`src/rtl/core/stable_quadratic_roots_unit_assert.svh`:
```
// Assertion macros for the stable quadratic roots unit.
// Depends on nothing; included by the top level, which provides aclk and aresetn.
`ifndef STABLE_QUADRATIC_ROOTS_UNIT_ASSERT_SVH
`define STABLE_QUADRATIC_ROOTS_UNIT_ASSERT_SVH
`ifndef SYNTHESIS
`define SQRU_ASSERT_IMPL(lbl, ante, cons) \
    lbl: assert property (@(posedge aclk) disable iff (!aresetn) (ante) |-> (cons)) \
        else $error("assertion failed");
`define SQRU_ASSERT_NEXT(lbl, ante, cons) \
    lbl: assert property (@(posedge aclk) disable iff (!aresetn) (ante) |=> (cons)) \
        else $error("assertion failed");
`else
`define SQRU_ASSERT_IMPL(lbl, ante, cons)
`define SQRU_ASSERT_NEXT(lbl, ante, cons)
`endif
`endif

```
`src/rtl/core/sqru_pkg.sv`:
```
// Shared constants and types for the stable quadratic roots unit.
// No dependencies.
package sqru_pkg;
    localparam int FRAC_BITS  = 16;
    localparam int COEF_WIDTH = 32;
    localparam int SW         = COEF_WIDTH + 1;              // sqrt result bits
    localparam int MQW        = COEF_WIDTH + 2;              // |q2| bits
    localparam int RW         = 2 * COEF_WIDTH + FRAC_BITS + 4; // divider datapath
    localparam int QDEPTH     = 4;
    localparam int QPW        = $clog2(QDEPTH);

    typedef enum logic [1:0] {
        CLS_NEG,
        CLS_ZERO,
        CLS_ROOTS
    } cls_t;

    // front to back queue entry
    typedef struct packed {
        cls_t                    cls;
        logic                    nq;
        logic                    na;
        logic                    nc;
        logic [COEF_WIDTH-1:0]   ma;
        logic [COEF_WIDTH-1:0]   mc;
        logic [MQW-1:0]          mq;
    } qe_t;

    // queue status toward its neighbors
    typedef struct packed {
        logic full;
        logic empty;
    } qstat_t;
endpackage

```
`src/rtl/core/sqru_queue.sv`:
```
// Short queue of classified items between front and back.
// Depends on sqru_pkg.
module sqru_queue (
    input  logic             aclk,
    input  logic             aresetn,
    input  logic             push,
    input  sqru_pkg::qe_t    push_data,
    input  logic             pop,
    output sqru_pkg::qe_t    head,
    output sqru_pkg::qstat_t qstat
);
    localparam int D = sqru_pkg::QDEPTH;
    localparam int PW = sqru_pkg::QPW;

    sqru_pkg::qe_t  mem_reg [0:D-1];
    logic [PW-1:0]  wp_reg, rp_reg;
    logic [PW:0]    cnt_reg;
    logic           do_push, do_pop;

    assign qstat.full  = (cnt_reg == (PW+1)'(D));
    assign qstat.empty = (cnt_reg == '0);
    assign do_push     = push && !qstat.full;
    assign do_pop      = pop && !qstat.empty;
    assign head        = mem_reg[rp_reg];

    always_ff @(posedge aclk) begin
        if (!aresetn) begin
            wp_reg  <= '0;
            rp_reg  <= '0;
            cnt_reg <= '0;
        end else begin
            if (do_push) wp_reg <= wp_reg + PW'(1);
            if (do_pop)  rp_reg <= rp_reg + PW'(1);
            cnt_reg <= cnt_reg + (PW+1)'(do_push) - (PW+1)'(do_pop);
        end
    end

    always_ff @(posedge aclk) begin
        if (do_push) mem_reg[wp_reg] <= push_data;
    end
endmodule

```
`config.mk`:
```
export PLATFORM = sky130hd
export DESIGN_NAME = sqru_queue
export DESIGN_NICKNAME = d
export VERILOG_FILES = /design/src/rtl/core/stable_quadratic_roots_unit_assert.svh /design/src/rtl/core/sqru_pkg.sv /design/src/rtl/core/sqru_queue.sv
export SDC_FILE = /design/constraint.sdc
export NUM_CORES = 1
export LEC_CHECK = 0
export BUFFER_PORTS_ARGS = -buffer_cell sky130_fd_sc_hd__buf_2
export CORE_AREA = 3 3 201 203
export CTS_CLUSTER_DIAMETER = 100
export DETAILED_ROUTE_END_ITERATION = 16
export DIE_AREA = 0 0 204 206
export GPL_ROUTABILITY_DRIVEN = 0
export SKIP_CTS_REPAIR_TIMING = 1
export SLEW_MARGIN = 10
export SYNTH_ARGS = -nofsm -noshare
export SYNTH_HDL_FRONTEND = slang
export SYNTH_SLANG_ARGS = --single-unit
```
`constraint.sdc`:
```
create_clock -name aclk -period 4.5 [get_ports aclk]
set_clock_uncertainty 0.1 [all_clocks]
set_input_delay 0.45 -clock aclk [delete_from_list [all_inputs] [get_ports aclk]]
set_output_delay 0.45 -clock aclk [all_outputs]
set_load 0.01 [all_outputs]
```
-- Yosys cells after proc, flatten, opt, wreduce, memory -nomap -nowiden
Memory sizes are Yosys's and may differ from the RTL's. A register that Yosys moved wholly into a read port is not among the register bits.
Cells that the tools add are included.
- input port bits: 107
- logic and storage cells: 18
- memories: 1
- RAM bits: 412
- register bits after elaboration: 7
- reduce and logical (&&, ||, !) cells: 5
- equal/unequal tests: 1
- add/sub/neg operators: 4
- multiplexer cells: 4
- memory list (memory ; depth ; bits a word ; rd ports ; clocked after Yosys merged registers in ; write ports ; RTL line ; RTL):
    mem_reg ; 4 ; 103 ; 1 ; 1 ; 1 ; sqru_queue.sv:15 ; sqru_pkg::qe_t mem_reg [0:D-1];
- operator list (operator ; number):
    2-bit by 1-bit adder with 2-bit output, second input constant ; 2
    2-bit 2-to-1 mux ; 2
    3-bit by 1-bit adder with 3-bit output ; 1
    3-bit equality test, second input constant ; 1
    3-bit logical NOT ; 1
    3-bit by 1-bit subtractor with 3-bit output ; 1
    1-bit logical AND ; 2
    1-bit logical NOT ; 2
    1-bit 2-to-1 mux ; 2

-- Depth between registers and ports, before layout
Gate-level depths: netlist of run 1.
- depth after elaboration: 5
- gate-level depth with buffers: 11
- mapped depth without buffers: 10

-- Worst setup path after synthesis of run 1
No wires, ideal clock.
- kind: register -> register
- start point: register cnt_reg[2]
- end point: memory mem_reg[0][0] (netlist bit) (enable)
- arrival: 3240 ps
- setup time: 474 ps
- setup slack: 686 ps
- data required time: 3926 ps
- clock period less this slack: 3814 ps
- cell stages (with the launch flop): 5
- buffers on the path: 1
- cell sequence: dfxtp_1 nor3b_1 nor2b_1 clkbuf_1 and2_1
- RTL lines (item ; RTL line ; RTL):
    from (decl) ; sqru_queue.sv:17 ; logic [PW:0] cnt_reg;
    from (signal assigned) ; sqru_queue.sv:34 ; cnt_reg <= cnt_reg + (PW+1)'(do_push) - (PW+1)'(do_pop);
    to (decl) ; sqru_queue.sv:15 ;

==> flow_metrics.tcl, run 1 <==
set metrics [dict create \
    status "complete, no violations" \
    core_um2 38650 \
    drc 0 \
    crit_required_ns 3.95 \
    setup-violations-final 0 \
    numCtsBuffers 44 \
    finish.instance_area_um2 18510 \
    slowest_delay_ns 0.82 \
    fin_nets 965 \
    leakage_nw 6.132 \
    synth_warnings 0 \
    io_buffers 211 \
    maxCapViolCount 0 \
    grt_pass1_wl_mm 44.79 \
    fin_crit_ns 3.106 \
    combPwrFrac_pct 19.5 \
    hpwl_mm 17.24 \
    grt_pass1_vias 7505 \
    syn_area_per_cell_um2 26.17 \
    initial_utilization_pct 39.88 \
    cp-start-kind "flip-flop" \
    power.total_w 0.01023 \
    p_switching_w 0.002609 \
    cp.arrival_ns 2.56 \
    slew_viol_final 0 \
    antenna_found_initial 4 \
    seqPwrFrac_pct 48.3 \
    cts.sinks 421 \
    sw_frac_of_total_pct 25.50 \
    synthesis.nets 703 \
    fin_crit_sh_pct 69.01 \
    path_cells "buf_12 > mux4_2 > buf_2" \
    ys_types 23 \
    pwr-share-clk_pct 32.2 \
    h-tree-depth 2 \
    gr-total-overflow 0 \
    drt-initial-drc-count 347 \
    hp-class "input port to flip-flop" \
    cellPowerDensity_nw_per_um2 552.6 \
    routedWlPerCell_um 21.12 \
    cts-root-buf "clkbuf_16" \
    synthToLayoutAreaGrowth_pct 20.12 \
    dieArea_um2 42020 \
    yosysTopAreaCellShare_pct 80.27 \
    yosys.area.top_type "edfxtp_1" \
    rsz0062_at_grt "no" \
    slew_headroom_pct 32.81 \
    path_class "flip-flop to output port" \
    vdd_drop_max_mv 0.3447 \
    ys_seq_area_share_pct 81.44 \
    clk_pin_slew_ns 0.06 \
    grt_use_total_pct 14.19 \
    tightestPinTransition_ns 1.008 \
    max_freq_mhz 322.0 \
    rows 72 \
    die_w_um 204 \
    syn_area_um2 15410 \
    cts_tree "done" \
    final_cells 1401 \
    wirelength_mm 29.59 \
    nFillCells 3165 \
    die_y_um 206 \
    largest_reg_flops 412 \
    internal-power_w 0.007622 \
    pin_count 212 \
    syn_inst 589 \
    clk_latency_ns 0.54 \
    drt-vias-per-instance 4.926 \
    dr.pass1.iters 4 \
    grt_max_degree 61 \
    clk_path_buf_depth 3 \
    ys_ff_latch 421 \
    postRouteAntennaNets 0 \
    placed_area_um2 17050 \
    hold_viol_final 0 \
    slowest_stage "dfxtp_4" \
    end_kind "output port" \
    place_inst 1307 \
    cp_max_fo 43 \
    drive_above_1_share_pct 44.43 \
    yosys-top-cells-area "edfxtp_1 80%, mux4_2 15%, dfxtp_1 1.2%" \
    tns_ns 0 \
    vias 6901 \
]
layout make-up:
cell class	count	area, um^2	share of cell area (%)
repair buffers	241	1384	7.475
flip-flops and latches	421	12560	67.84
diodes	3	7.507	0.04055
multi-input cells	137	2594	14.01
inverters	6	22.52	0.1217
clock inverters	18	126.4	0.6826
well taps	518	648.1	3.501
clock buffers	57	1171	6.326
metal layers:
layer  global-route usage (%)  vias to the layer above  part of all wire (%)
met5                        0                        -                  0.15
met4                    4.547                        6                   2.1
met3                    4.379                       46                   6.9
met2                    22.82                      178                    49
met1                    18.69                     3614                    42
li1                         -                     3057                     -
cell usage after synthesis:
cell type,count
xnor2_1,2
a21boi_0,1
dfxtp_1,9
nor3b_1,1
or4bb_1,1
and2_1,7
mux4_2,103
nand2_1,6
fa_1,1
buf_1,3
buf_6,1
or3_1,1
edfxtp_1,412
nor3_1,1
o21ai_0,3
mux2i_1,2
buf_4,3
nor2b_1,2
inv_1,6
buf_12,8
buf_2,9
ha_1,6
clkbuf_1,1
power groups by stage:
stage / logic [W] / registers, W / clock network [W]
floorplan: 0.00144 / 0.00493 / 0
global placement: 0.00206 / 0.00502 / 0
detailed placement: 0.00206 / 0.00503 / 0
CTS: 0.00206 / 0.00495 / 0.00342
global route: 0.00217 / 0.00499 / 0.00356
finish: 0.00200 / 0.00494 / 0.00330
cell families (layout without fill, tap and decap cells):
family,after synthesis,count (layout),synth area share (%)
AND/OR/NAND/NOR,19,19,0.7063
AO/OA/AOI/OAI,4,4,0.1461
flip-flops,421,421,81.44
other,0,3,0
multiplexers,105,105,15.18
XOR/XNOR,2,2,0.1137
adder cells (fa/ha/maj),7,7,0.6170
buffers and inverters,31,322,1.794
critical path, delay by kind of cell (launching register included):
kind                   cells  cell delay (ns)
buffers and inverters      2             0.56
flip-flops                 1             0.82
multiplexers               1             0.58
path summary, 6_finish.rpt:
check        slack, ns        endpoint          start  depth (start not counted)
min               0.02  mem_reg[1][43]  push_data[43]                          1
min reg2reg       0.39       flip-flop      rp_reg[0]                          2
max               1.39        head[61]      flip-flop                          3
max reg2reg       1.86  mem_reg[2][89]     cnt_reg[2]                          4
metrics by stage:
stage               util [%]  hold slack [ns]  setup slack, ns
finish                 47.90          0.01866            1.394
global route           47.88       -0.0005941            1.175
CTS                    47.47         -0.02823            1.248
detailed placement     44.11           0.3851            1.644
global placement       44.11           0.3725            1.712
floorplan                  -           0.3609           0.6860
placed cells by master, fill, tap and decap left out, types with 3 or more instances in the layout:
cell type / synthesis / final
and2_4: 0 / 4
buf_2: 9 / 211
buf_4: 3 / 9
nand2_1: 6 / 6
inv_1: 6 / 6
dlygate4sd3_1: 0 / 16
diode_2: 0 / 3
ha_1: 6 / 6
clkinv_2: 0 / 4
clkbuf_16: 0 / 45
edfxtp_1: 412 / 412
mux4_2: 103 / 103
clkbuf_1: 1 / 12
and2_1: 7 / 3
clkinvlp_4: 0 / 6
clkinv_1: 0 / 6
dfxtp_1: 9 / 7
buf_12: 8 / 5
o21ai_0: 3 / 3
(Power assumes the default switching activity.)
==> run 2: changes to the inputs <==
--- a/config.mk
+++ b/config.mk
@@ -5,11 +5,12 @@
 export SDC_FILE = /design/constraint.sdc
 export NUM_CORES = 1
 export LEC_CHECK = 0
+export ABC_AREA = 1
 export BUFFER_PORTS_ARGS = -buffer_cell sky130_fd_sc_hd__buf_2
-export CORE_AREA = 3 3 201 203
+export CORE_AREA = 3 3 203 205
 export CTS_CLUSTER_DIAMETER = 100
 export DETAILED_ROUTE_END_ITERATION = 16
-export DIE_AREA = 0 0 204 206
+export DIE_AREA = 0 0 206 208
 export GPL_ROUTABILITY_DRIVEN = 0
 export SKIP_CTS_REPAIR_TIMING = 1
 export SLEW_MARGIN = 10
==> constraint.sdc (replaced) <==
create_clock -name aclk -period 2.6 [get_ports aclk]
set_clock_uncertainty 0.1 [all_clocks]
set_input_delay 0.26 -clock aclk [delete_from_list [all_inputs] [get_ports aclk]]
set_output_delay 0.26 -clock aclk [all_outputs]
set_load 0.01 [all_outputs]
==> run 2 against run 1 <==
Against the previous run:
- global-route usage grew 1.7 points
- final area rose by 7.6%
- utilization is 2.4 points higher
- clock power up 85%
- sequential power grew 71%
- largest cell class unchanged
- highest routed layer is now met4
==> flow_metrics.tcl, run 2 <==
set metrics [dict create \
    status "complete, no violations" \
    cp.depth 4 \
    slowest_delay_ns 0.47 \
    hp-class "input port to flip-flop" \
    fin_nets 1501 \
    dr.pass1.iters 5 \
    fin_crit_sh_pct 94.15 \
    yosysMostFrequentCell "edfxtp_1" \
    synth-main-ff-cell "edfxtp_1" \
    async_flop_share_pct 0 \
    yosys-top-cells-area "edfxtp_1 79%, o21ai_0 6.4%, nor2_1 5.2%" \
    hpwl_mm 19.55 \
    ys_types 17 \
    core_um2 39640 \
    yosys.area.top_type "edfxtp_1" \
    cts_tree "done" \
    slew_headroom_pct 60.56 \
    mostFrequentLayoutCells "412 x edfxtp_1, 213 x nor2_1, 211 x buf_2" \
    regArea_um2 12560 \
    grt_max_degree 87 \
    largest_reg_flops 412 \
    crit_required_ns 2.24 \
    vdd_drop_max_mv 0.6280 \
    cp_max_fo 45 \
    die_y_um 208 \
    io_buffers 211 \
    synth_edf_count 412 \
    path_delay_family "buffers and inverters" \
    h-tree-depth 2 \
    end_kind "output port" \
    setup-violations-final 0 \
    synth-xor-area-share_pct 0 \
    synth_compound_area_share_pct 10.83 \
    routedWlPerCell_um 18.30 \
    antenna_found_initial 0 \
    drive_above_1_share_pct 22.04 \
    rsz0062_at_grt "no" \
    postRouteAntennaNets 0 \
    n_antenna_cell 0 \
    tightestPinTransition_ns 0.5917 \
    vias 9820 \
    rows 73 \
    drc 0 \
    hold_depth 2 \
    post-route-util_pct 50.25 \
    initial_utilization_pct 39.61 \
    max_freq_mhz 408.5 \
    path_buf_inv 2 \
    path_class "flip-flop to output port" \
    drt-initial-drc-count 620 \
    pre_cts_slack_ns 0.6145 \
    leakage_nw 7.022 \
    syn_area_per_cell_um2 14.76 \
    synth_top_family_by_area "compound AO/OA/AOI/OAI gates" \
    synthSimpleGateAreaFrac_pct 5.674 \
    grt_use_total_pct 15.91 \
    final_common_cell "edfxtp_1" \
    slowest_stage "buf_4" \
    pin_count 212 \
    synth_commonest_cells "412 x edfxtp_1, 218 x nor2_1, 200 x o21ai_0, 103 x o22ai_1, 40 x clkbuf_1" \
    drt-vias-per-instance 5.049 \
    nFillCells 3357 \
    synthToLayoutAreaGrowth_pct 26.88 \
    cts.sinks 421 \
    ys_ff_latch 421 \
    synth_fa_ha_area_share_pct 0.6057 \
    cp-start-kind "flip-flop" \
    yosysTopAreaCellShare_pct 78.80 \
    cts-root-buf "clkbuf_16" \
    clk_latency_ns 0.56 \
    worst_slack_ns 0.1520 \
    placed_area_um2 17440 \
    synthesis.nets 1178 \
    die_w_um 206 \
    gr-total-overflow 0 \
    hold_viol_final 0 \
    multiInputGateArea_um2 2729 \
    cellPowerDensity_nw_per_um2 943.0 \
    clk_path_buf_depth 3 \
    hold_ws_ns 0.3481 \
    maxCapViolCount 0 \
    fin_crit_ns 2.448 \
    finish.instance_area_um2 19920 \
    clk_pin_slew_ns 0.06 \
    synth_warnings 0 \
    dieArea_um2 42850 \
    grt_pass1_wl_mm 52.67 \
    grt_pass1_vias 9143 \
    power.total_w 0.01879 \
    syn_inst 1064 \
    cp.arrival_ns 2.09 \
    numCtsBuffers 45 \
    wirelength_mm 35.59 \
    path_cells "buf_4 > o21ai_0 > o22ai_1 > buf_2" \
    muxShareOfSynthArea_pct 0 \
    syn_area_um2 15700 \
    slew_viol_final 0 \
    ff2ff_path_depth 10 \
    ys_seq_area_share_pct 79.95 \
]
[run 2: cell types whose count changed after synthesis, moves of 12 or more]
| cell | delta |
|---|---|
| nor2_1 | +218 |
| o21ai_0 | +197 |
| mux4_2 | -103 |
| o22ai_1 | +103 |
| clkbuf_1 | +39 |
| buf_6 | +13 |
| inv_1 | +12 |
[run 2: power by group]
part | total (W) | switching, W | internal, W | leakage (nW)
registers | 0.00843 | 0.000166 | 0.00826 | 3.85
logic | 0.00427 | 0.00280 | 0.00146 | 2.49
clock network | 0.00609 | 0.00251 | 0.00358 | 0.687
total | 0.0188 | 0.00548 | 0.0133 | 7.02
[run 2: layout make-up]
cell class / count / area share [%]
inverter: 19 / 0.4020
tap: 525 / 3.298
timing repair buffer: 343 / 12.44
multi-input combinational: 557 / 13.70
sequential: 421 / 63.06
clock inverter: 27 / 1.080
clock buffer: 53 / 6.017
[run 2: worst paths after layout]
check | slack (ns) | end | start
worst max-delay path | 0.15 | head[4] | flip-flop
worst min-delay path | 0.35 | mem_reg[1][20] | push_data[20]
worst max register to register | 0.61 | cnt_reg[2] | cnt_reg[0]
worst min register to register | 0.41 | rp_reg[0] | rp_reg[0]
[run 2: per-layer routing]
layer / vias up / GRT usage [%] / share of wire [%]
met3: 56 / 4.412 / 6.7
met1: 4822 / 21.82 / 44
met2: 295 / 24.84 / 47
met5: - / 0 / 0
met4: 0 / 4.916 / 2.2
li1: 4647 / - / -
[run 2: logic make-up after synthesis]
| kind of cell | Yosys count |
|---|---|
| buffers and inverters | 86 |
| DFF | 421 |
| and+or+nand+nor | 236 |
| AOI/OAI and AO/OA | 314 |
| adders and majority gates | 7 |
[run 2: stage by stage]
stage / TNS [ns] / cells
2_1_floorplan: -17.95 / 1064
3_3_place_gp: 0 / 1759
4_1_cts: 0 / 1839
6_report: 0 / 1945
5_1_grt: 0 / 1945
3_5_place_dp: 0 / 1759
[run 2: worst reg2reg max path: stages, from the launching register on]
cell	delay, ns
dfxtp_2	0.33
nor2_2	0.13
nand2_1	0.13
inv_1	0.09
nor2_1	0.04
ha_1	0.26
inv_1	0.04
ha_1	0.18
fa_1	0.41
a21oi_1	0.12
nor2_1	0.05
==> run 3: changes to the inputs <==
--- a/config.mk
+++ b/config.mk
@@ -5,12 +5,12 @@
 export SDC_FILE = /design/constraint.sdc
 export NUM_CORES = 1
 export LEC_CHECK = 0
-export ABC_AREA = 1
+export ABC_AREA = 0
 export BUFFER_PORTS_ARGS = -buffer_cell sky130_fd_sc_hd__buf_2
-export CORE_AREA = 3 3 203 205
+export CORE_AREA = 3 3 201 203
 export CTS_CLUSTER_DIAMETER = 100
 export DETAILED_ROUTE_END_ITERATION = 16
-export DIE_AREA = 0 0 206 208
+export DIE_AREA = 0 0 204 206
 export GPL_ROUTABILITY_DRIVEN = 0
 export SKIP_CTS_REPAIR_TIMING = 1
 export SLEW_MARGIN = 10
==> run 3 against run 2 <==
Against the previous run:
- total power down 2.2%
- register-to-register slack got worse by 0.29 ns
- via count shrank 26%
- non-clock buffer count down 2
- worst setup slack improved by 0.085 ns
- final cell count is 23% lower
- critical path type unchanged
==> flow_metrics.tcl, run 3 (synthesized netlist as in run 1, its figures left out) <==
set metrics [dict create \
    grt_max_degree 55 \
    cts.sinks 421 \
    core_um2 38650 \
    slowest_delay_ns 0.51 \
    setup-violations-final 0 \
    place_inst 1316 \
    routedWlPerCell_um 19.76 \
    drt-vias-per-instance 4.831 \
    slew_viol_final 0 \
    dr.pass1.iters 5 \
    p_switching_w 0.004609 \
    drc 0 \
    rsz0062_at_grt "no" \
    post-route-util_pct 51.04 \
    maxCapViolCount 0 \
    h-tree-depth 2 \
    io_buffers 211 \
    drive_above_1_share_pct 41.42 \
    fin_crit_ns 2.363 \
    clk_path_buf_depth 3 \
    cp-start-kind "flip-flop" \
    synthToLayoutAreaGrowth_pct 27.98 \
    slew_headroom_pct 75.16 \
    clk_latency_ns 0.55 \
    vdd_drop_max_mv 0.6689 \
    wirelength_mm 29.70 \
    hp-class "input port to flip-flop" \
    die_w_um 204 \
    rows 72 \
    n_antenna_cell 0 \
    mostFrequentLayoutCells "412 x edfxtp_1, 211 x buf_2, 104 x dlygate4sd3_1" \
    cts-root-buf "clkbuf_16" \
    fin_crit_sh_pct 90.88 \
    tns_ns 0 \
    max_freq_mhz 423.2 \
    placed_area_um2 17250 \
    pwr-share-clk_pct 32.7 \
    hpwl_mm 17.33 \
    path_delay_family "buffers and inverters" \
    grt_pass1_wl_mm 44.52 \
    status "complete, no violations" \
    postRouteAntennaNets 0 \
    path_class "flip-flop to output port" \
    clk_pin_slew_ns 0.06 \
    tightestPinTransition_ns 0.3725 \
    initial_utilization_pct 39.88 \
    crit_top_cell "buf_12" \
    internal-power_w 0.01377 \
    end_kind "output port" \
    hold_viol_final 0 \
    slowest_stage "mux4_2" \
    leakage_nw 6.662 \
    cellPowerDensity_nw_per_um2 931.8 \
    final_common_cell "edfxtp_1" \
    dieArea_um2 42020 \
    crit_required_ns 2.24 \
    vias 7261 \
    cp.arrival_ns 2.00 \
    finish.instance_area_um2 19730 \
    drt-initial-drc-count 288 \
    pin_count 212 \
    path_cells "buf_12 > buf_12 > mux4_2 > buf_2" \
    grt_pass1_vias 7536 \
    cts_tree "done" \
    final_cells 1503 \
    largest_reg_flops 412 \
    gr-total-overflow 0 \
    antenna_found_initial 1 \
    combPwrFrac_pct 21.6 \
    cp_max_fo 13 \
    grt_use_total_pct 14.02 \
    sw_frac_of_total_pct 25.08 \
    fin_nets 1065 \
    path_buf_inv 3 \
    seqPwrFrac_pct 45.6 \
    numCtsBuffers 44 \
    die_y_um 206 \
]
## run 3: final timing paths
kind	cells after the start	endpoint	startpoint	slack, ns
worst max-delay path	4	head[98]	flip-flop	0.24
worst max register to register	9	cnt_reg[2]	cnt_reg[1]	0.32
worst min-delay path	3	rp_reg[0]	pop	0.02
worst min register to register	2	wp_reg[1]	wp_reg[1]	0.40
## run 3: area by class of cell
type,count,area [um^2]
Multi-Input combinational cell,137,2599
Tap cell,518,648.1
Sequential cell,421,12560
Timing Repair Buffer,341,2500
Fill cell,3062,18920
Clock buffer,53,1156
Inverter,6,22.52
Clock inverter,27,240.2
## run 3: power by group through the flow
stage | Combinational, W | Clock [W] | Sequential (W)
after detailed placement | 0.00390 | 0 | 0.00856
after global placement | 0.00390 | 0 | 0.00853
after global routing | 0.00433 | 0.00648 | 0.00845
after CTS | 0.00392 | 0.00622 | 0.00842
after floorplan | 0.00250 | 0 | 0.00849
final | 0.00397 | 0.00602 | 0.00839
## run 3: stage by stage
stage	hold slack, ns	total power (W)	setup slack (ns)
6_report	0.01965	0.01838	0.2370
5_1_grt	0.02698	0.01926	0.1055
4_1_cts	-0.2221	0.01855	0.01725
3_5_place_dp	0.3783	0.01247	0.1929
3_3_place_gp	0.3747	0.01243	0.2340
2_1_floorplan	0.2589	0.01100	-0.07785
## run 3: tightest hold or removal path, delay by kind of cell
kind,cells,cell delay [ns]
and+or+nand+nor,1,0.17
buffers and inverters,1,0.12
AOI/OAI and AO/OA,1,0.07
## run 3: per-layer routing
| metal | share of wire (%) | routed length [um] | track usage (%) | up-vias |
|---|---|---|---|---|
| met5 | 0.044 | 13 | 0 | - |
| met4 | 1.9 | 561 | 4.768 | 2 |
| met3 | 6.4 | 1907 | 4.599 | 39 |
| met2 | 50 | 14740 | 22.70 | 195 |
| met1 | 42 | 12480 | 18.03 | 3771 |
| li1 | - | - | - | 3254 |
